### src/design/dtt_pkg.sv
// ----------------------------------------------------------------------------
// dtt_pkg: shared definitions for the delimited text tokenizer
// widths, unit codes, event kinds, register indexes and the state/event types
// ----------------------------------------------------------------------------
package dtt_pkg;

    localparam int UNIT_W = 16;
    localparam int COL_W  = 9;
    localparam int ROW_W  = 21;
    localparam int NUM_SLOTS = 4;

    // unit codes
    localparam logic [UNIT_W-1:0] QUOTE_UNIT = 16'd34;
    localparam logic [UNIT_W-1:0] LF_UNIT    = 16'd10;
    localparam logic [UNIT_W-1:0] CR_UNIT    = 16'd13;

    // limits and register reset values
    localparam logic [COL_W-1:0]  COLUMN_MAX      = 9'd256;
    localparam logic [ROW_W-1:0]  ROW_MAX         = 21'd1048576;
    localparam logic [UNIT_W-1:0] DELIMITER_RESET = 16'd44;

    // event kinds
    localparam logic [1:0] EV_CHAR      = 2'd0;
    localparam logic [1:0] EV_FIELD_END = 2'd1;
    localparam logic [1:0] EV_ROW_END   = 2'd2;
    localparam logic [1:0] EV_TABLE_END = 2'd3;

    // quote modes
    localparam logic [1:0] QM_OUT  = 2'd0;
    localparam logic [1:0] QM_IN   = 2'd1;
    localparam logic [1:0] QM_PEND = 2'd2;

    // register indexes
    localparam logic [1:0] REG_DELIMITER = 2'd0;
    localparam logic [1:0] REG_ROW_LIMIT = 2'd1;
    localparam logic [1:0] REG_COL_LIMIT = 2'd2;

    typedef struct packed {
        logic [UNIT_W-1:0] code_unit;
        logic              no_unit;
        logic              end_of_text;
    } item_t;

    typedef struct packed {
        logic [UNIT_W-1:0] delimiter_unit;
        logic [ROW_W-1:0]  row_limit;
        logic [COL_W-1:0]  column_limit;
    } cfg_t;

    typedef struct packed {
        logic [1:0]       quote_mode;
        logic             skip_line_feed;
        logic             field_is_empty;
        logic             row_has_content;
        logic [COL_W-1:0] kept_columns;
        logic [ROW_W-1:0] kept_rows;
        logic             rows_cut_flag;
        logic             columns_cut_flag;
        logic             stopped;
    } state_t;

    localparam state_t STATE_RESET = '{
        quote_mode:       QM_OUT,
        skip_line_feed:   1'b0,
        field_is_empty:   1'b1,
        row_has_content:  1'b0,
        kept_columns:     '0,
        kept_rows:        '0,
        rows_cut_flag:    1'b0,
        columns_cut_flag: 1'b0,
        stopped:          1'b0
    };

    typedef struct packed {
        logic [1:0]        event_kind;
        logic [UNIT_W-1:0] field_unit;
        logic [7:0]        column_index;
        logic [19:0]       row_index;
        logic              rows_cut;
        logic              columns_cut;
    } event_t;

    typedef struct packed {
        logic [2:0]                 count;
        event_t [NUM_SLOTS-1:0]     ev;
    } bundle_t;

endpackage

### src/design/dtt_in_if.sv
// ----------------------------------------------------------------------------
// dtt_in_if: text input channel
// one code unit request per handshake
// ----------------------------------------------------------------------------
interface dtt_in_if;
    logic                       valid;
    logic                       ready;
    logic [dtt_pkg::UNIT_W-1:0] code_unit;
    logic                       no_unit;
    logic                       end_of_text;

    modport source (output valid, output code_unit, output no_unit, output end_of_text,
                    input ready);
    modport sink   (input valid, input code_unit, input no_unit, input end_of_text,
                    output ready);
endinterface

### src/design/dtt_out_if.sv
// ----------------------------------------------------------------------------
// dtt_out_if: token event output channel
// one event per handshake
// ----------------------------------------------------------------------------
interface dtt_out_if;
    logic                       valid;
    logic                       ready;
    logic [1:0]                 event_kind;
    logic [dtt_pkg::UNIT_W-1:0] field_unit;
    logic [7:0]                 column_index;
    logic [19:0]                row_index;
    logic                       rows_cut;
    logic                       columns_cut;
    logic                       last_event;

    modport source (output valid, output event_kind, output field_unit,
                    output column_index, output row_index, output rows_cut,
                    output columns_cut, output last_event, input ready);
    modport sink   (input valid, input event_kind, input field_unit,
                    input column_index, input row_index, input rows_cut,
                    input columns_cut, input last_event, output ready);
endinterface

### src/design/dtt_cfg_if.sv
// ----------------------------------------------------------------------------
// dtt_cfg_if: configuration write channel
// register index and write data per handshake
// ----------------------------------------------------------------------------
interface dtt_cfg_if;
    logic        valid;
    logic        ready;
    logic [1:0]  reg_index;
    logic [31:0] write_data;

    modport source (output valid, output reg_index, output write_data, input ready);
    modport sink   (input valid, input reg_index, input write_data, output ready);
endinterface

### src/design/dtt_step.sv
// ----------------------------------------------------------------------------
// dtt_step: per-unit tokenizer decision
// next state and up to four events for one registered request
// ----------------------------------------------------------------------------
module dtt_step (
    input  dtt_pkg::state_t  st,
    input  dtt_pkg::item_t   item,
    input  dtt_pkg::cfg_t    cfg,
    output dtt_pkg::state_t  st_next,
    output dtt_pkg::bundle_t bundle
);

    typedef struct packed {
        dtt_pkg::state_t s;
        logic            emit;
    } close_res_t;

    logic [dtt_pkg::COL_W-1:0] eff_cols;
    logic [dtt_pkg::ROW_W-1:0] eff_rows;

    assign eff_cols = (cfg.column_limit < dtt_pkg::COLUMN_MAX) ? cfg.column_limit
                                                                 : dtt_pkg::COLUMN_MAX;
    assign eff_rows = (cfg.row_limit < dtt_pkg::ROW_MAX) ? cfg.row_limit : dtt_pkg::ROW_MAX;

    function automatic dtt_pkg::event_t mk_ev(
        input logic [1:0]                kind,
        input logic [dtt_pkg::UNIT_W-1:0] unit,
        input logic [dtt_pkg::COL_W-1:0]  col,
        input logic [dtt_pkg::ROW_W-1:0]  row,
        input dtt_pkg::state_t            s
    );
        dtt_pkg::event_t e;
        e.event_kind   = kind;
        e.field_unit   = unit;
        e.column_index = col[7:0];
        e.row_index    = row[19:0];
        e.rows_cut     = s.rows_cut_flag;
        e.columns_cut  = s.columns_cut_flag;
        return e;
    endfunction

    // field close: count the column or flag the drop
    function automatic close_res_t close_field(
        input dtt_pkg::state_t           s,
        input logic [dtt_pkg::COL_W-1:0] ecols,
        input logic [dtt_pkg::ROW_W-1:0] erows
    );
        close_res_t r;
        r.s    = s;
        r.emit = 1'b0;
        if (s.kept_columns < ecols)
        begin
            r.emit           = (s.kept_rows < erows);
            r.s.kept_columns = s.kept_columns + 1'b1;
        end
        else
        begin
            r.s.columns_cut_flag = 1'b1;
        end
        if (!s.field_is_empty)
        begin
            r.s.row_has_content = 1'b1;
        end
        r.s.field_is_empty = 1'b1;
        return r;
    endfunction

    always_comb
    begin
        dtt_pkg::state_t           s;
        dtt_pkg::event_t [3:0]     ev;
        close_res_t                fr;
        logic [2:0]                cnt;
        logic [dtt_pkg::UNIT_W-1:0] u;
        logic [dtt_pkg::UNIT_W-1:0] app_unit;
        logic                      do_app;
        logic                      do_delim;
        logic                      do_row;
        logic                      row_go;
        logic                      skip;
        logic                      outside;

        s        = st;
        ev       = '0;
        fr       = '0;
        cnt      = 3'd0;
        u        = item.code_unit;
        app_unit = item.code_unit;
        do_app   = 1'b0;
        do_delim = 1'b0;
        do_row   = 1'b0;
        row_go   = 1'b0;
        skip     = 1'b0;
        outside  = 1'b0;

        // classify the unit
        if (!s.stopped && !item.no_unit)
        begin
            skip             = s.skip_line_feed && (u == dtt_pkg::LF_UNIT);
            s.skip_line_feed = 1'b0;
            if (!skip)
            begin
                case (s.quote_mode)
                    dtt_pkg::QM_IN:
                    begin
                        if (u == dtt_pkg::QUOTE_UNIT)
                            s.quote_mode = dtt_pkg::QM_PEND;
                        else
                            do_app = 1'b1;
                    end
                    dtt_pkg::QM_PEND:
                    begin
                        if (u == dtt_pkg::QUOTE_UNIT)
                        begin
                            do_app       = 1'b1;
                            app_unit     = dtt_pkg::QUOTE_UNIT;
                            s.quote_mode = dtt_pkg::QM_IN;
                        end
                        else
                        begin
                            s.quote_mode = dtt_pkg::QM_OUT;
                            outside      = 1'b1;
                        end
                    end
                    default:
                    begin
                        outside = 1'b1;
                    end
                endcase

                if (outside)
                begin
                    if (u == dtt_pkg::QUOTE_UNIT && s.field_is_empty)
                    begin
                        s.quote_mode      = dtt_pkg::QM_IN;
                        s.row_has_content = 1'b1;
                    end
                    else if (u == cfg.delimiter_unit)
                    begin
                        do_delim = 1'b1;
                    end
                    else if (u == dtt_pkg::LF_UNIT || u == dtt_pkg::CR_UNIT)
                    begin
                        do_row = 1'b1;
                        if (u == dtt_pkg::CR_UNIT)
                            s.skip_line_feed = 1'b1;
                    end
                    else
                    begin
                        do_app = 1'b1;
                    end
                end
            end
        end

        // append a character
        if (do_app)
        begin
            if (s.kept_columns < eff_cols && s.kept_rows < eff_rows)
            begin
                ev[cnt[1:0]] = mk_ev(dtt_pkg::EV_CHAR, app_unit, s.kept_columns,
                                     s.kept_rows, s);
                cnt = cnt + 3'd1;
            end
            s.field_is_empty = 1'b0;
        end

        // delimiter ends the field
        if (do_delim)
        begin
            fr = close_field(s, eff_cols, eff_rows);
            if (fr.emit && cnt < 3'd4)
            begin
                ev[cnt[1:0]] = mk_ev(dtt_pkg::EV_FIELD_END, '0, s.kept_columns,
                                     s.kept_rows, s);
                cnt = cnt + 3'd1;
            end
            s                 = fr.s;
            s.row_has_content = 1'b1;
        end

        // row end from a line break, then row end from end of text
        for (int p = 0; p < 2; p++)
        begin
            if (p == 0)
                row_go = do_row;
            else
                row_go = item.end_of_text && !s.stopped &&
                         (s.row_has_content || !s.field_is_empty);
            if (row_go)
            begin
                if (!s.row_has_content && s.field_is_empty)
                begin
                    if (s.kept_columns >= eff_cols)
                        s.columns_cut_flag = 1'b1;
                end
                else
                begin
                    fr = close_field(s, eff_cols, eff_rows);
                    if (fr.emit && cnt < 3'd4)
                    begin
                        ev[cnt[1:0]] = mk_ev(dtt_pkg::EV_FIELD_END, '0, s.kept_columns,
                                             s.kept_rows, s);
                        cnt = cnt + 3'd1;
                    end
                    s = fr.s;
                    if (s.kept_rows < eff_rows)
                    begin
                        if (cnt < 3'd4)
                        begin
                            ev[cnt[1:0]] = mk_ev(dtt_pkg::EV_ROW_END, '0, '0, s.kept_rows, s);
                            cnt = cnt + 3'd1;
                        end
                        s.kept_rows = s.kept_rows + 1'b1;
                    end
                    else
                    begin
                        s.rows_cut_flag = 1'b1;
                        s.stopped       = 1'b1;
                    end
                end
                s.kept_columns    = '0;
                s.row_has_content = 1'b0;
                s.field_is_empty  = 1'b1;
            end
        end

        // table end and return to the reset state
        if (item.end_of_text)
        begin
            if (cnt < 3'd4)
            begin
                ev[cnt[1:0]] = mk_ev(dtt_pkg::EV_TABLE_END, '0, '0, '0, s);
                cnt = cnt + 3'd1;
            end
            s = dtt_pkg::STATE_RESET;
        end

        st_next      = s;
        bundle.count = cnt;
        bundle.ev    = ev;
    end

endmodule

### src/design/dtt_emit.sv
// ----------------------------------------------------------------------------
// dtt_emit: event result register
// holds a request's events and, with token ready, hands them out one per cycle
// ----------------------------------------------------------------------------
module dtt_emit (
    input  logic              clk,
    input  logic              rst_n,
    input  logic              load,
    input  dtt_pkg::bundle_t  bundle_in,
    output logic              free,
    dtt_out_if.source         token
);

    logic             valid_reg;
    logic             valid_next;
    logic [1:0]       idx_reg;
    logic [1:0]       idx_next;
    dtt_pkg::bundle_t bun_reg;
    dtt_pkg::event_t  cur;
    logic             is_last;
    logic             take;

    assign cur     = bun_reg.ev[idx_reg];
    assign is_last = ({1'b0, idx_reg} == (bun_reg.count - 3'd1));
    assign take    = valid_reg && token.ready;
    assign free    = !valid_reg || (take && is_last);

    always_comb
    begin
        valid_next = valid_reg;
        idx_next   = idx_reg;
        if (load)
        begin
            valid_next = 1'b1;
            idx_next   = 2'd0;
        end
        else if (take)
        begin
            if (is_last)
                valid_next = 1'b0;
            else
                idx_next = idx_reg + 2'd1;
        end
    end

    always_ff @(posedge clk or negedge rst_n)
    begin
        if (!rst_n)
        begin
            valid_reg <= 1'b0;
            idx_reg   <= 2'd0;
        end
        else
        begin
            valid_reg <= valid_next;
            idx_reg   <= idx_next;
        end
    end

    always_ff @(posedge clk)
    begin
        if (load)
            bun_reg <= bundle_in;
    end

    assign token.valid        = valid_reg;
    assign token.event_kind   = cur.event_kind;
    assign token.field_unit   = cur.field_unit;
    assign token.column_index = cur.column_index;
    assign token.row_index    = cur.row_index;
    assign token.rows_cut     = cur.rows_cut;
    assign token.columns_cut  = cur.columns_cut;
    assign token.last_event   = is_last;

endmodule

### src/design/delimited_text_tokenizer_core.sv
// ----------------------------------------------------------------------------
// delimited_text_tokenizer_core: delimited text tokenizer
// turns a stream of UTF-16 code units into character, field, row and table
// events, with quoting, CR/LF handling and row/column limits
// ----------------------------------------------------------------------------
//
//  channel  | dir | handshake          | carries
//  ---------+-----+--------------------+-----------------------------------------
//  text     | in  | valid/ready        | code_unit, no_unit, end_of_text
//  token    | out | valid/ready        | one event per handshake, last_event marks
//           |     |                    | the final event of a code unit
//  cfg      | in  | valid/ready        | reg_index, write_data (always ready)
//
//  a code unit is held in the input register, decided combinationally and
//  its events loaded into the event register, which offers the first event;
//  the core takes one code unit per cycle while each unit makes at most one
//  event and the token side is ready; a unit with n events holds the event
//  register until all n are taken (n is at most four); units that make no
//  event pass through without touching the event register
//  reset clears tokenizer state and loads delimiter 44 and both limits at max
//  a stalled token channel fills the event register, then the input register,
//  then drops text.ready
module delimited_text_tokenizer_core (
    input  logic       clk,
    input  logic       rst_n,
    dtt_in_if.sink     text,
    dtt_out_if.source  token,
    dtt_cfg_if.sink    cfg
);

    // configuration registers
    dtt_pkg::cfg_t     cfg_reg;
    dtt_pkg::cfg_t     cfg_next;

    // input register
    logic              in_valid_reg;
    logic              in_valid_next;
    dtt_pkg::item_t    item_reg;

    // tokenizer state
    dtt_pkg::state_t   state_reg;
    dtt_pkg::state_t   state_next;

    dtt_pkg::bundle_t  bundle;
    logic              emit_free;
    logic              advance;
    logic              text_take;

    // config channel never stalls; the user must write only while idle, the block does not enforce it
    assign cfg.ready = 1'b1;

    always_comb
    begin
        cfg_next = cfg_reg;
        if (cfg.valid)
        begin
            case (cfg.reg_index)
                dtt_pkg::REG_DELIMITER:
                    cfg_next.delimiter_unit = cfg.write_data[dtt_pkg::UNIT_W-1:0];
                dtt_pkg::REG_ROW_LIMIT:
                    cfg_next.row_limit = cfg.write_data[dtt_pkg::ROW_W-1:0];
                dtt_pkg::REG_COL_LIMIT:
                    cfg_next.column_limit = cfg.write_data[dtt_pkg::COL_W-1:0];
                default:
                    cfg_next = cfg_reg;
            endcase
        end
    end

    // the decided unit leaves the input register once the event register
    // is empty or hands out its last event this cycle
    assign advance   = in_valid_reg && emit_free;
    assign text.ready = !in_valid_reg || emit_free;
    assign text_take = text.valid && text.ready;

    always_comb
    begin
        in_valid_next = in_valid_reg;
        if (text_take)
            in_valid_next = 1'b1;
        else if (advance)
            in_valid_next = 1'b0;
    end

    always_ff @(posedge clk or negedge rst_n)
    begin
        if (!rst_n)
        begin
            cfg_reg.delimiter_unit <= dtt_pkg::DELIMITER_RESET;
            cfg_reg.row_limit      <= dtt_pkg::ROW_MAX;
            cfg_reg.column_limit   <= dtt_pkg::COLUMN_MAX;
            in_valid_reg           <= 1'b0;
            state_reg              <= dtt_pkg::STATE_RESET;
        end
        else
        begin
            cfg_reg      <= cfg_next;
            in_valid_reg <= in_valid_next;
            // state moves with the unit that is being decided
            if (advance)
                state_reg <= state_next;
        end
    end

    // payload of the input register
    always_ff @(posedge clk)
    begin
        if (text_take)
        begin
            item_reg.code_unit   <= text.code_unit;
            item_reg.no_unit     <= text.no_unit;
            item_reg.end_of_text <= text.end_of_text;
        end
    end

    // per-unit decision: quoting, delimiters, line breaks and limits
    dtt_step u_step (
        .st      (state_reg),
        .item    (item_reg),
        .cfg     (cfg_reg),
        .st_next (state_next),
        .bundle  (bundle)
    );

    // event register, only loaded when the unit produced events
    dtt_emit u_emit (
        .clk       (clk),
        .rst_n     (rst_n),
        .load      (advance && (bundle.count != 3'd0)),
        .bundle_in (bundle),
        .free      (emit_free),
        .token     (token)
    );

    // a table end is always the final event of its unit
    a_table_end_last: assert property (@(posedge clk) disable iff (!rst_n)
        (token.valid && token.event_kind == dtt_pkg::EV_TABLE_END) |-> token.last_event)
        else $error("table end not marked as last event");

    // end of text returns the tokenizer to its reset state
    a_end_clears: assert property (@(posedge clk) disable iff (!rst_n)
        (advance && item_reg.end_of_text) |=> (state_reg == dtt_pkg::STATE_RESET))
        else $error("state not cleared after end of text");

    // text only stalls while the event register holds undelivered events
    a_stall_cause: assert property (@(posedge clk) disable iff (!rst_n)
        !text.ready |-> (token.valid && !(token.ready && token.last_event)))
        else $error("text stalled without pending events");

endmodule

### src/flat_wrapper.sv
// flat-port wrapper written by rule: the top's interface ports become plain ports
module delimited_text_tokenizer_core_flat 
  (clk, rst_n, text_valid, text_code_unit, text_no_unit, text_end_of_text, text_ready, token_valid, token_event_kind, token_field_unit, token_column_index, token_row_index, token_rows_cut, token_columns_cut, token_last_event, token_ready, cfg_valid, cfg_reg_index, cfg_write_data, cfg_ready);
  dtt_in_if text_i ();
  dtt_out_if token_i ();
  dtt_cfg_if cfg_i ();
  input  logic clk;
  input  logic rst_n;
  input wire logic [$bits(text_i.valid)-1:0] text_valid;
  input wire logic [$bits(text_i.code_unit)-1:0] text_code_unit;
  input wire logic [$bits(text_i.no_unit)-1:0] text_no_unit;
  input wire logic [$bits(text_i.end_of_text)-1:0] text_end_of_text;
  output wire logic [$bits(text_i.ready)-1:0] text_ready;
  output wire logic [$bits(token_i.valid)-1:0] token_valid;
  output wire logic [$bits(token_i.event_kind)-1:0] token_event_kind;
  output wire logic [$bits(token_i.field_unit)-1:0] token_field_unit;
  output wire logic [$bits(token_i.column_index)-1:0] token_column_index;
  output wire logic [$bits(token_i.row_index)-1:0] token_row_index;
  output wire logic [$bits(token_i.rows_cut)-1:0] token_rows_cut;
  output wire logic [$bits(token_i.columns_cut)-1:0] token_columns_cut;
  output wire logic [$bits(token_i.last_event)-1:0] token_last_event;
  input wire logic [$bits(token_i.ready)-1:0] token_ready;
  input wire logic [$bits(cfg_i.valid)-1:0] cfg_valid;
  input wire logic [$bits(cfg_i.reg_index)-1:0] cfg_reg_index;
  input wire logic [$bits(cfg_i.write_data)-1:0] cfg_write_data;
  output wire logic [$bits(cfg_i.ready)-1:0] cfg_ready;
  assign text_i.valid = text_valid;
  assign text_i.code_unit = text_code_unit;
  assign text_i.no_unit = text_no_unit;
  assign text_i.end_of_text = text_end_of_text;
  assign text_ready = text_i.ready;
  assign token_valid = token_i.valid;
  assign token_event_kind = token_i.event_kind;
  assign token_field_unit = token_i.field_unit;
  assign token_column_index = token_i.column_index;
  assign token_row_index = token_i.row_index;
  assign token_rows_cut = token_i.rows_cut;
  assign token_columns_cut = token_i.columns_cut;
  assign token_last_event = token_i.last_event;
  assign token_i.ready = token_ready;
  assign cfg_i.valid = cfg_valid;
  assign cfg_i.reg_index = cfg_reg_index;
  assign cfg_i.write_data = cfg_write_data;
  assign cfg_ready = cfg_i.ready;
  delimited_text_tokenizer_core u_core (.clk(clk), .rst_n(rst_n), .text(text_i), .token(token_i), .cfg(cfg_i));
endmodule
### config.mk
export PLATFORM = sky130hd
export DESIGN_NAME = delimited_text_tokenizer_core_flat
export DESIGN_NICKNAME = d
export VERILOG_FILES = /design/src/design/dtt_pkg.sv /design/src/design/dtt_in_if.sv /design/src/design/dtt_out_if.sv /design/src/design/dtt_cfg_if.sv /design/src/design/dtt_step.sv /design/src/design/dtt_emit.sv /design/src/design/delimited_text_tokenizer_core.sv /design/src/flat_wrapper.sv
export SDC_FILE = /design/constraint.sdc
export NUM_CORES = 1
export LEC_CHECK = 0
export BUFFER_PORTS_ARGS = -buffer_cell sky130_fd_sc_hd__buf_2
export CELL_PAD_IN_SITES_DETAIL_PLACEMENT = 0
export CELL_PAD_IN_SITES_GLOBAL_PLACEMENT = 2
export CORE_UTILIZATION = 44
export DETAILED_ROUTE_END_ITERATION = 10
export PLACE_DENSITY = 0.85
export SLEW_MARGIN = 40
export SYNTH_ARGS = -nofsm -noshare
export SYNTH_HDL_FRONTEND = slang
export SYNTH_SLANG_ARGS = --single-unit
export TNS_END_PERCENT = 30
### constraint.sdc
create_clock -name clk -period 36 [get_ports clk]
set_input_delay 7.2 -clock clk [delete_from_list [all_inputs] [get_ports clk]]
set_output_delay 7.2 -clock clk [all_outputs]
set_load 0.1 [all_outputs]
### After elaboration in Yosys (flattened, before gate mapping)

Index checks and enable logic that the tools add are counted.

| operators by class | value |
|---|---|
| add/subtract/negate cells | 11 |
| equal/unequal tests | 10 |
| muxes and demuxes | 147 |
| reductions and logical operators | 44 |
| order comparisons | 29 |

Operators with widths:

| operator | count |
|---|---|
| 192-bit 2-to-1 mux | 18 |
| 192-bit bitwise mux | 6 |
| 48-bit demux with 2-bit select | 6 |
| 48-bit 2-to-1 mux | 7 |
| 35-bit 2-to-1 mux | 3 |
| 48-bit binary-select mux with 2-bit select | 1 |
| 46-bit 2-to-1 mux | 2 |
| 16-bit 2-to-1 mux | 4 |
| 21-bit < comparator | 3 |
| 1-bit 2-to-1 mux | 63 |
| 21-bit 2-to-1 mux | 3 |
| 3-bit 2-to-1 mux | 21 |
| 22-bit 2-to-1 mux | 2 |
| 21-bit by 1-bit adder with 21-bit output, second input constant | 2 |
| 38-bit 2-to-1 mux | 1 |
| 16-bit by 4-bit == test with 1-bit output, second input constant | 2 |
| 9-bit < comparator | 3 |
| 1-bit logical AND | 22 |
| 2-bit by 3-bit < comparator with 1-bit output, second input constant | 7 |
| 21-bit < comparator, second input constant | 1 |
| 3-bit by 1-bit adder with 3-bit output, second input constant | 6 |
| 9-bit >= comparator | 2 |
| 3-bit < comparator, second input constant | 6 |
| 9-bit 2-to-1 mux | 2 |
| 20 further kinds | 48 |

| storage, ports and cells | value |
|---|---|
| logic and storage cells | 284 |
| bits of input ports | 57 |
| register bits | 301 |
| output and inout port bits | 52 |

### Longest topological paths before layout

Gate-level depths: netlist (run 1).

| depth | value |
|---|---|
| depth after elaboration | 41 |
| mapped depth | 37 |
| gate-level depth less buffers | 34 |

### By module

Synthesis (run 1) repeated with hierarchy kept, for this count alone.

| unflattened totals | value |
|---|---|
| cell total of the unflattened synthesis | 1,453 |
| area total of the unflattened synthesis | 17,369.2 um^2 |

By module, submodules not included:

| module | sequential area each (um^2) | area an instance (um^2) | times used | cells each |
|---|---|---|---|---|
| dtt_emit | 5,930.7 | 7,268.2 | 1 | 282 |
| dtt_step | 0.0 | 6,347.3 | 1 | 966 |
| delimited_text_tokenizer_core | 2,675.1 | 3,753.6 | 1 | 205 |

### Worst setup path before layout (run 1)

OpenSTA, ideal clock, no wires.

| timing path | value |
|---|---|
| path type | input -> output |
| start point | input token_ready |
| end point | output text_ready |
| buffers on the path | 0 |
| setup slack | 20.710 ns |
| stages on the path | 4 |
| data arrival time | 8.090 ns |
| required time | 28.800 ns |
| cell sequence | nand2_1 nand2_1 inv_1 nand2_1 |

| between the ends | value |
|---|---|
| word-level cells in the longest chain between the ends | 4 |

RTL lines:

| item | line | text |
|---|---|---|
| from (decl) | flat_wrapper.sv:22 | `input wire logic [$bits(token_i.ready)-1:0] token_ready;` |
| 1-bit logical AND | dtt_emit.sv:25 | `assign take = valid_reg && token.ready;` |
| 1-bit logical AND | dtt_emit.sv:26 | `assign free = !valid_reg \|\| (take && is_last);` |
| 1-bit logical OR | dtt_emit.sv:26 |  |
| 1-bit logical OR | delimited_text_tokenizer_core.sv:73 | `assign text.ready = !in_valid_reg \|\| emit_free;` |
| to (decl) | flat_wrapper.sv:13 | `output wire logic [$bits(text_i.ready)-1:0] text_ready;` |

Every way passes these cells.

### Final worst setup path (run 1)

Ends and elaborated chain as after synthesis.

==> impl_metrics.tcl, run 1 <==
set metrics [dict create \
    run_status "finished clean" \
    n_antenna_cell 0 \
    synth_compound_area_share_pct 12.4 \
    cts_tree "yes" \
    die_y_um 188 \
    wl_met1_mm 19.4 \
    hp-class "flop to flop" \
    clkLatencyLatePin_ns 0.56 \
    worstMarginPinSlew_ns 0.871 \
    synth_top_cell_area_share_pct 32.6 \
    cts_buffers 29 \
    synthAdderAreaFrac_pct 7.40 \
    port_buffers 96 \
    cp-start-kind "input pin" \
    crit_path_frequent_cell "nand2_1" \
    crit_buf_inv 3 \
    synth.distinct_cells 97 \
    leakage_nw 6.96 \
    cp_max_fo 3 \
    clk_pin_slew_worst_paths_ns 0.06 \
    dpl_cell_area_um2 16200 \
    clockBufferDepth 3 \
    ios 109 \
    ant_nets 0 \
    hold_viol 0 \
    finalCritPeriodShare_pct 42.8 \
    cts_resized 0 \
    grt_usage_pct 23.2 \
    post_drt_wl_per_cell_um 20.9 \
    die_area_um2 35300 \
    synth_top_family_by_area "simple AND/OR/NAND/NOR gates" \
    ys_top_cells_by_count "edfxtp_1, nand2_1, nor2_1" \
    yosys_most_used_dff "edfxtp_1" \
    antenna_found_initial 1 \
    yosysWarningCount 0 \
    synth.area.top_cells "edfxtp_1, dfrtp_1, ha_1" \
    power.total_mw 1.49 \
    fillers 3003 \
    required_ns 28.80 \
    wl_met3_mm 2.20 \
    dr_wl_met2_mm 17.5 \
    largest_reg_flops 147 \
    drtPass1Iterations 7 \
    dr.first_iter.drc_count 970 \
    maxCapViolCount 0 \
    cts-root-buf "clkbuf_16" \
    grt_max_degree 75 \
    synthesis.nets 1511 \
    worstPathArrival_ns 8.20 \
    rsz0062_at_grt "false" \
    postSynthAreaPerCell_um2 11.2 \
    synth.most_common_cell "edfxtp_1" \
    synth-simple-area-share_pct 17.3 \
    grt_overflow 0 \
    max_slew_margin_pct 41.7 \
    htree_levels 1 \
    slowest_stage "buf_2" \
    clock_sinks 253 \
    crit_type "input pin to output port" \
    ir_worst_vdd_mv 0.0838 \
    synthArstFlopShare_pct 34.8 \
    finalSetupTns_ns 0 \
    crit_family "buffers and inverters" \
    wirelength_mm 40.0 \
    chipWidth_um 188 \
    viasPerCell 5.77 \
    grt_pass1_vias 11100 \
    drcViolationCount 0 \
    postCtsSetupRepairBufs 0 \
    synthMuxAreaShare_pct 9.25 \
    post-route-cell-area_um2 17300 \
    fmax_mhz 64.9 \
    p_per_area_nw_per_um2 86.2 \
    start_util_pct 45.0 \
    core_region_area_um2 33800 \
    place_hpwl_mm 29.6 \
    num_rows 67 \
    fin_crit_ns 15.40 \
    endpoint_kind "output port" \
    synth_top_area_cell "edfxtp_1" \
    finalMaxSlewViolations 0 \
    area_growth_pct 13.4 \
    top_layer "met5" \
    nNetsFinal 1594 \
    synth_seq_cells 253 \
    synth_seq_area_share_pct 47.1 \
    synth_area_um2 15200 \
    synth_edf_count 165 \
    vias 11100 \
    synth_xor_area_share_pct 3.36 \
    place_congestion 0.873 \
    slowest_delay_ns 0.47 \
    setup_viol 0 \
    layout-drive-gt1-share_pct 21.2 \
    fin_skew_ns 0.0101 \
    cts_hold_buf 0 \
    syn_inst 1364 \
    grt_pass1_wl_mm 63.9 \
    cp_cell_sequence "buf_2 -> nand2_1 -> nand2_1 -> inv_1 -> nand2_1 -> buf_2" \
]
logic make-up after synthesis:
logic type,count (synthesis)
compound gates,268
xor+xnor,52
fa+ha+maj,90
buf+inv,114
flops,253
mux,94
other cells,1
simple gates,492
through the flow:
stage	hold WS, ns	std cells	setup slack, ns	utilization [%]
2_1_floorplan	0.469	1364	20.71	-
3_3_place_gp	0.489	1861	20.61	47.7
3_5_place_dp	0.495	1864	20.61	47.9
4_1_cts	0.508	1918	20.60	51.1
5_1_grt	0.520	1918	20.54	51.1
6_report	0.506	1918	20.60	51.1
worst reg2reg max path: cells and delay by family (launching register included):
family / cells / cell delay, ns
AOI/OAI and AO/OA: 8 / 1.91
adders and majority gates: 6 / 1.79
buffers and inverters: 8 / 2.08
DFF: 1 / 0.55
muxes: 5 / 1.89
and+or+nand+nor: 7 / 1.68
per-layer routing:
layer  up-vias  global-route usage, %
met5         -                      0
met4         2                   5.41
met3        44                   3.33
met2       333                   35.7
met1      5401                   34.4
li1       5279                      -
cells in the final DEF (no fill, tap or decap), types with 7 or more instances in the layout:
cell type,n
nand2b_1,9
clkbuf_16,31
and2_1,79
a211oi_1,9
xor2_1,14
a31oi_1,8
nand3_1,44
a21oi_1,58
dfrtp_1,81
nor3_1,26
mux4_2,32
buf_4,18
clkinv_2,7
nand4_1,28
a22o_1,22
mux2i_1,11
o2bb2ai_1,8
edfxtp_1,165
o21ai_0,55
and3_1,21
xnor2_1,32
ha_1,90
inv_1,46
nor2_1,94
nor2b_1,12
nand2_1,115
a21o_1,21
buf_2,96
a22oi_1,16
mux2_2,50
o21a_1,8
power by group:
group	internal [mW]	switching [mW]	leakage (nW)
clock	0.203	0.123	0.526
combinational	0.165	0.536	3.79
sequential	0.424	0.0366	2.65
layout make-up:
class | count | area, um2 | share of cell area, %
Multi-Input combinational cell | 997 | 7600 | 44.0
Sequential cell | 253 | 7170 | 41.5
Clock buffer | 34 | 797 | 4.62
Timing Repair Buffer | 117 | 658 | 3.81
Tap cell | 448 | 561 | 3.25
Clock inverter | 20 | 282 | 1.63
Inverter | 49 | 194 | 1.12
worst paths after layout:
path | slack [ns] | startpoint | end | depth (start not counted)
min reg2reg | 0.51 | u_core.cfg_reg[22]$_DFFE_PN0P_ | u_core.cfg_reg[22]$_DFFE_PN0P_ | 1
max reg2reg | 25.62 | u_core.cfg_reg[8]$_DFFE_PN1P_ | u_core.u_emit.bun_reg[36]$_DFFE_PP_ | 34
max | 20.60 | token_ready | text_ready | 6
min in group asynchronous | 6.55 | rst_n | u_core.cfg_reg[23]$_DFFE_PN0P_ | 1
min | 0.51 | u_core.cfg_reg[22]$_DFFE_PN0P_ | u_core.cfg_reg[22]$_DFFE_PN0P_ | 1
max in group asynchronous | 28.46 | rst_n | u_core.u_emit.idx_reg[0]$_DFFE_PN0P_ | 2
Power figures use the tool's default switching activity.
==> run 2, diff against run 1 <==
Settings changed: CORE_UTILIZATION 44 to 41, PLACE_DENSITY 0.85 to 0.8.
Clock period 36 ns to 16.15 ns, I/O delays scaled along.
==> run 2 against run 1 <==
Net effect: clock power grew 120%; non-clock buffer count grew 1; first-iteration DRC count shrank 7.5%; sequential share of layout area grew 0.063 points; core utilization shrank 3.9 points; clock-buffer cell count shrank 2; sequential power grew 120%; largest power group unchanged.
==> impl_metrics.tcl, run 2 (synthesis gave the netlist of run 1 again) <==
set metrics [dict create \
    grt.met3_usage_pct 2.59 \
    place_hpwl_mm 30.4 \
    cp_max_fo 87 \
    crit_path_frequent_cell "ha_1" \
    ir_worst_vdd_mv 0.139 \
    r2r-start "u_core.cfg_reg[8]$_DFFE_PN1P_" \
    whs_ns 0.506 \
    seq_area_um2 7170 \
    ios 109 \
    finalMaxSlewViolations 0 \
    leakage_nw 6.93 \
    r2r_slack_ns 5.86 \
    slowest_delay_ns 0.62 \
    clockBufferDepth 3 \
    finalCritPeriodShare_pct 63.7 \
    place_congestion 0.877 \
    power.total_mw 3.31 \
    ant_nets 0 \
    required_ns 16.35 \
    layout_common_cells "edfxtp_1, nand2_1, buf_2" \
    holdPathStages 1 \
    grt_util_met1_pct 33.3 \
    nNetsFinal 1595 \
    utilization_pct 47.2 \
    vias 11000 \
    largest_reg_flops 147 \
    chipWidth_um 195 \
    cp-start-kind "flop" \
    htree_levels 1 \
    antenna_found_initial 0 \
    maxCapViolCount 0 \
    grt_usage_pct 22.3 \
    fin_crit_ns 10.29 \
    busiest_layer "met2" \
    endpoint_kind "flop" \
    cp-startpoint "u_core.cfg_reg[8]$_DFFE_PN1P_" \
    num_rows 70 \
    multiInputGateArea_um2 7600 \
    fmax_mhz 97.1 \
    clk_pin_slew_worst_paths_ns 0.06 \
    clock_sinks 253 \
    grt_pass1_vias 11000 \
    p_per_area_nw_per_um2 192 \
    setup_viol 0 \
    layout-drive-gt1-share_pct 20.9 \
    hold_end "u_core.cfg_reg[2]$_DFFE_PN0P_" \
    grt_use_met2_pct 34.9 \
    worstPathArrival_ns 10.49 \
    grt_pass1_wl_mm 65.7 \
    cts_buffers 29 \
    drtPass1Iterations 5 \
    cts_resized 0 \
    clkLatencyLatePin_ns 0.57 \
    fillers 3365 \
    worstMarginPinSlew_ns 0.828 \
    slowest_stage "buf_6" \
    start_util_pct 41.7 \
    cts-root-buf "clkbuf_16" \
    final_common_cell "edfxtp_1" \
    area_growth_pct 13.3 \
    cts_tree "yes" \
    run_status "finished clean" \
    hold_viol 0 \
    finalSetupTns_ns 0 \
    cts_hold_buf 0 \
    min_from "u_core.cfg_reg[2]$_DFFE_PN0P_" \
    crit_type "flop to flop" \
    die_y_um 195 \
    grt_overflow 0 \
    post_drt_wl_per_cell_um 21.4 \
    reg2regPathDepth 34 \
    die_area_um2 37900 \
    wirelength_mm 41.6 \
    core_region_area_um2 36500 \
    drcViolationCount 0 \
    hp-class "flop to flop" \
    port_buffers 96 \
    grt_max_degree 88 \
    rsz0062_at_grt "false" \
    postCtsSetupRepairBufs 0 \
    viasPerCell 5.68 \
    fin_skew_ns 0.0126 \
    max_slew_margin_pct 44.8 \
    r2r-end "u_core.u_emit.bun_reg[108]$_DFFE_PP_" \
    dr.first_iter.drc_count 897 \
]
run 2: area by class of cell:
cell class / count / share of cell area (%)
well taps: 468 / 3.40
clock inverters: 22 / 1.69
flip-flops and latches: 253 / 41.6
inverters: 49 / 1.13
clock buffers: 32 / 4.28
repair buffers: 118 / 3.83
multi-input cells: 997 / 44.1
diodes: 1 / 0.0145
run 2: worst max path at each step:
stage,to,slack (ns),depth (start not counted)
after detailed placement,u_core.u_emit.bun_reg[192]$_DFFE_PP_,5.83,33
after global placement,u_core.u_emit.bun_reg[192]$_DFFE_PP_,5.63,33
after CTS,u_core.u_emit.bun_reg[192]$_DFFE_PP_,5.79,33
final,u_core.u_emit.bun_reg[108]$_DFFE_PP_,5.86,34
after global routing,u_core.u_emit.bun_reg[97]$_DFFE_PP_,4.96,35
after floorplan,u_core.u_emit.bun_reg[0]$_DFFE_PP_,4.62,32
run 2: critical path: cells and delay by family (launching register included):
family                     cells  cell delay, ns
DFF                            1            0.55
muxes                          5            1.76
buffers and inverters          8            2.09
and+or+nand+nor                7            1.75
adders and majority gates      6            1.78
AOI/OAI and AO/OA              8            1.91
run 2: report_power, final:
| part | switching, mW | internal [mW] | total [mW] |
|---|---|---|---|
| logic | 1.20 | 0.366 | 1.57 |
| clock network | 0.283 | 0.428 | 0.711 |
| registers | 0.0862 | 0.946 | 1.03 |
run 2: metal layers:
| layer | vias to the layer above | routed length, um |
|---|---|---|
| met5 | - | 0 |
| met4 | 0 | 795 |
| met3 | 49 | 1970 |
| met2 | 311 | 18400 |
| met1 | 5385 | 20400 |
| li1 | 5281 | - |
run 2: through the flow:
step	cell area [um2]	cells	setup WS (ns)
finish	17200	1940	5.86
global route	17200	1939	4.96
CTS	17200	1938	5.79
detailed placement	16200	1884	5.83
global placement	16100	1881	5.63
floorplan	15200	1364	4.62
==> run 3, diff against run 2 <==
Clock period 16.15 ns to 9.5 ns, I/O delays scaled along.
==> run 3 against run 2 <==
Net effect: sequential power rose by 68%; first-iteration DRC count fell by 13%; critical path depth did not move; fmax rose by 17%; setup slack got worse by 5.1 ns; core utilization rose by 0.44 points; wire length rose by 0.15%; clock-buffer cell count rose by 5; combinational power rose by 75%; power rose by 69%; final cell count rose by 1.1%; critical endpoint is now u_core.u_emit.bun_reg[63]$_DFFE_PP_; largest cell class unchanged; largest power group unchanged.
==> impl_metrics.tcl, run 3 (synthesis gave the netlist of run 1 again) <==
set metrics [dict create \
    cts_buffers 29 \
    grt_overflow 0 \
    max_slew_margin_pct 41.6 \
    rsz0062_at_grt "false" \
    dp_slack_ns 0.403 \
    cp_max_fo 47 \
    die_area_um2 37900 \
    worstMarginPinSlew_ns 0.870 \
    utilization_pct 47.6 \
    ant_nets 0 \
    slowest_stage "dfstp_2" \
    ios 109 \
    place_hpwl_mm 31.1 \
    grt_max_degree 61 \
    viasPerCell 5.66 \
    crit_path_frequent_cell "ha_1" \
    clk_pin_slew_worst_paths_ns 0.06 \
    finalMaxSlewViolations 0 \
    drcViolationCount 0 \
    place_congestion 0.919 \
    final_common_cell "edfxtp_1" \
    clock_sinks 253 \
    crit_type "flop to flop" \
    hp-class "flop to flop" \
    nNetsFinal 1618 \
    worstPathArrival_ns 9.02 \
    num_rows 70 \
    core_region_area_um2 36500 \
    cts_tree "yes" \
    cts_hold_buf 0 \
    post_drt_wl_per_cell_um 21.2 \
    port_buffers 96 \
    hold_viol 0 \
    finalCritPeriodShare_pct 92.4 \
    grt_pass1_wl_mm 65.8 \
    layout-drive-gt1-share_pct 22.1 \
    maxCapViolCount 0 \
    cp-start-kind "flop" \
    layout_common_cells "edfxtp_1, nand2_1, buf_2" \
    finalSetupTns_ns 0 \
    dr.first_iter.drc_count 779 \
    die_y_um 195 \
    area_growth_pct 14.3 \
    run_status "finished clean" \
    fin_skew_ns 0.0217 \
    fin_ws_ns 0.724 \
    drtPass1Iterations 4 \
    fmax_mhz 114 \
    required_ns 9.75 \
    leakage_nw 7.03 \
    htree_levels 1 \
    clkLatencyLatePin_ns 0.57 \
    ir_worst_vdd_mv 0.265 \
    fin_crit_ns 8.78 \
    grt_usage_pct 22.3 \
    chipWidth_um 195 \
    p_per_area_nw_per_um2 323 \
    endpoint_kind "flop" \
    antenna_found_initial 1 \
    cts-root-buf "clkbuf_16" \
    start_util_pct 41.7 \
    wirelength_mm 41.6 \
    slowest_delay_ns 0.55 \
    largest_reg_flops 147 \
    clockBufferDepth 3 \
    grt_pass1_vias 11100 \
    n_antenna_cell 0 \
    setup_viol 0 \
    vias 11100 \
]
[run 3: cell count changes in the layout (fill, tap and decap cells not counted), moves of 2 or more]
cell,before,now
buf_12,1,3
buf_4,19,41
bufinv_16,6,2
clkbuf_16,29,31
clkbuf_8,0,2
clkinv_2,4,6
inv_6,3,1
nor3_2,4,1
nor3_4,0,2
[run 3: area by class of cell]
class                           instances  area (um2)
Clock inverter                         17         161
Multi-Input combinational cell        997        7600
Timing Repair Buffer                  141         860
Tap cell                              468         586
Clock buffer                           37         818
Fill cell                            3409       19100
Inverter                               49         198
Sequential cell                       253        7170
[run 3: path summary, 6_finish.rpt]
check                                              startpoint                              endpoint  slack (ns)  cells past startpoint
min in group asynchronous                               rst_n  u_core.u_emit.idx_reg[1]$_DFFE_PN0P_        1.28                      1
max in group asynchronous                               rst_n        u_core.cfg_reg[43]$_DFFE_PN0P_        7.27                      2
worst min register to register  u_core.cfg_reg[2]$_DFFE_PN0P_         u_core.cfg_reg[2]$_DFFE_PN0P_        0.51                      1
worst max-delay path            u_core.cfg_reg[8]$_DFFE_PN1P_   u_core.u_emit.bun_reg[63]$_DFFE_PP_        0.72                     34
worst min-delay path            u_core.cfg_reg[2]$_DFFE_PN0P_         u_core.cfg_reg[2]$_DFFE_PN0P_        0.51                      1
worst max register to register  u_core.cfg_reg[8]$_DFFE_PN1P_   u_core.u_emit.bun_reg[63]$_DFFE_PP_        0.72                     34
[run 3: power breakdown]
group          switching, mW  leakage, nW  total, mW  internal (mW)
registers              0.128         2.65       1.73           1.60
clock network          0.463        0.476       1.13          0.667
logic                   2.07         3.90       2.75          0.676
[run 3: timing repair]
action                                 in CTS  in global routing
setup endpoints to repair                   0                174
endpoints found under the hold margin       0                  0
setup buffers                               0                 11
resized for setup                           0                  5
[run 3: routing by layer]
layer	track usage, %	vias up	wire length (um)
met3	2.86	53	1700
met2	34.7	263	18500
li1	-	5328	-
met4	5.23	0	823
met1	33.0	5453	20600
met5	0	-	0
[run 3: worst max-delay path: cells and delay by family (launching register included)]
kind / cells / cell delay (ns)
mux: 3 / 0.70
flops: 1 / 0.55
xor+xnor: 2 / 0.45
compound gates: 9 / 1.95
simple gates: 7 / 1.73
fa+ha+maj: 6 / 1.72
buf+inv: 7 / 1.34
[run 3: metrics by stage]
| stage | power, mW | std cells | instance area, um2 | hold slack (ns) |
|---|---|---|---|---|
| 3_3_place_gp | 4.43 | 1895 | 16300 | 0.489 |
| 4_1_cts | 5.62 | 1951 | 17300 | 0.506 |
| 6_report | 5.61 | 1962 | 17400 | 0.506 |
| 2_1_floorplan | 3.89 | 1364 | 15200 | 0.469 |
| 5_1_grt | 5.87 | 1962 | 17400 | 0.526 |
| 3_5_place_dp | 4.48 | 1897 | 16300 | 0.493 |
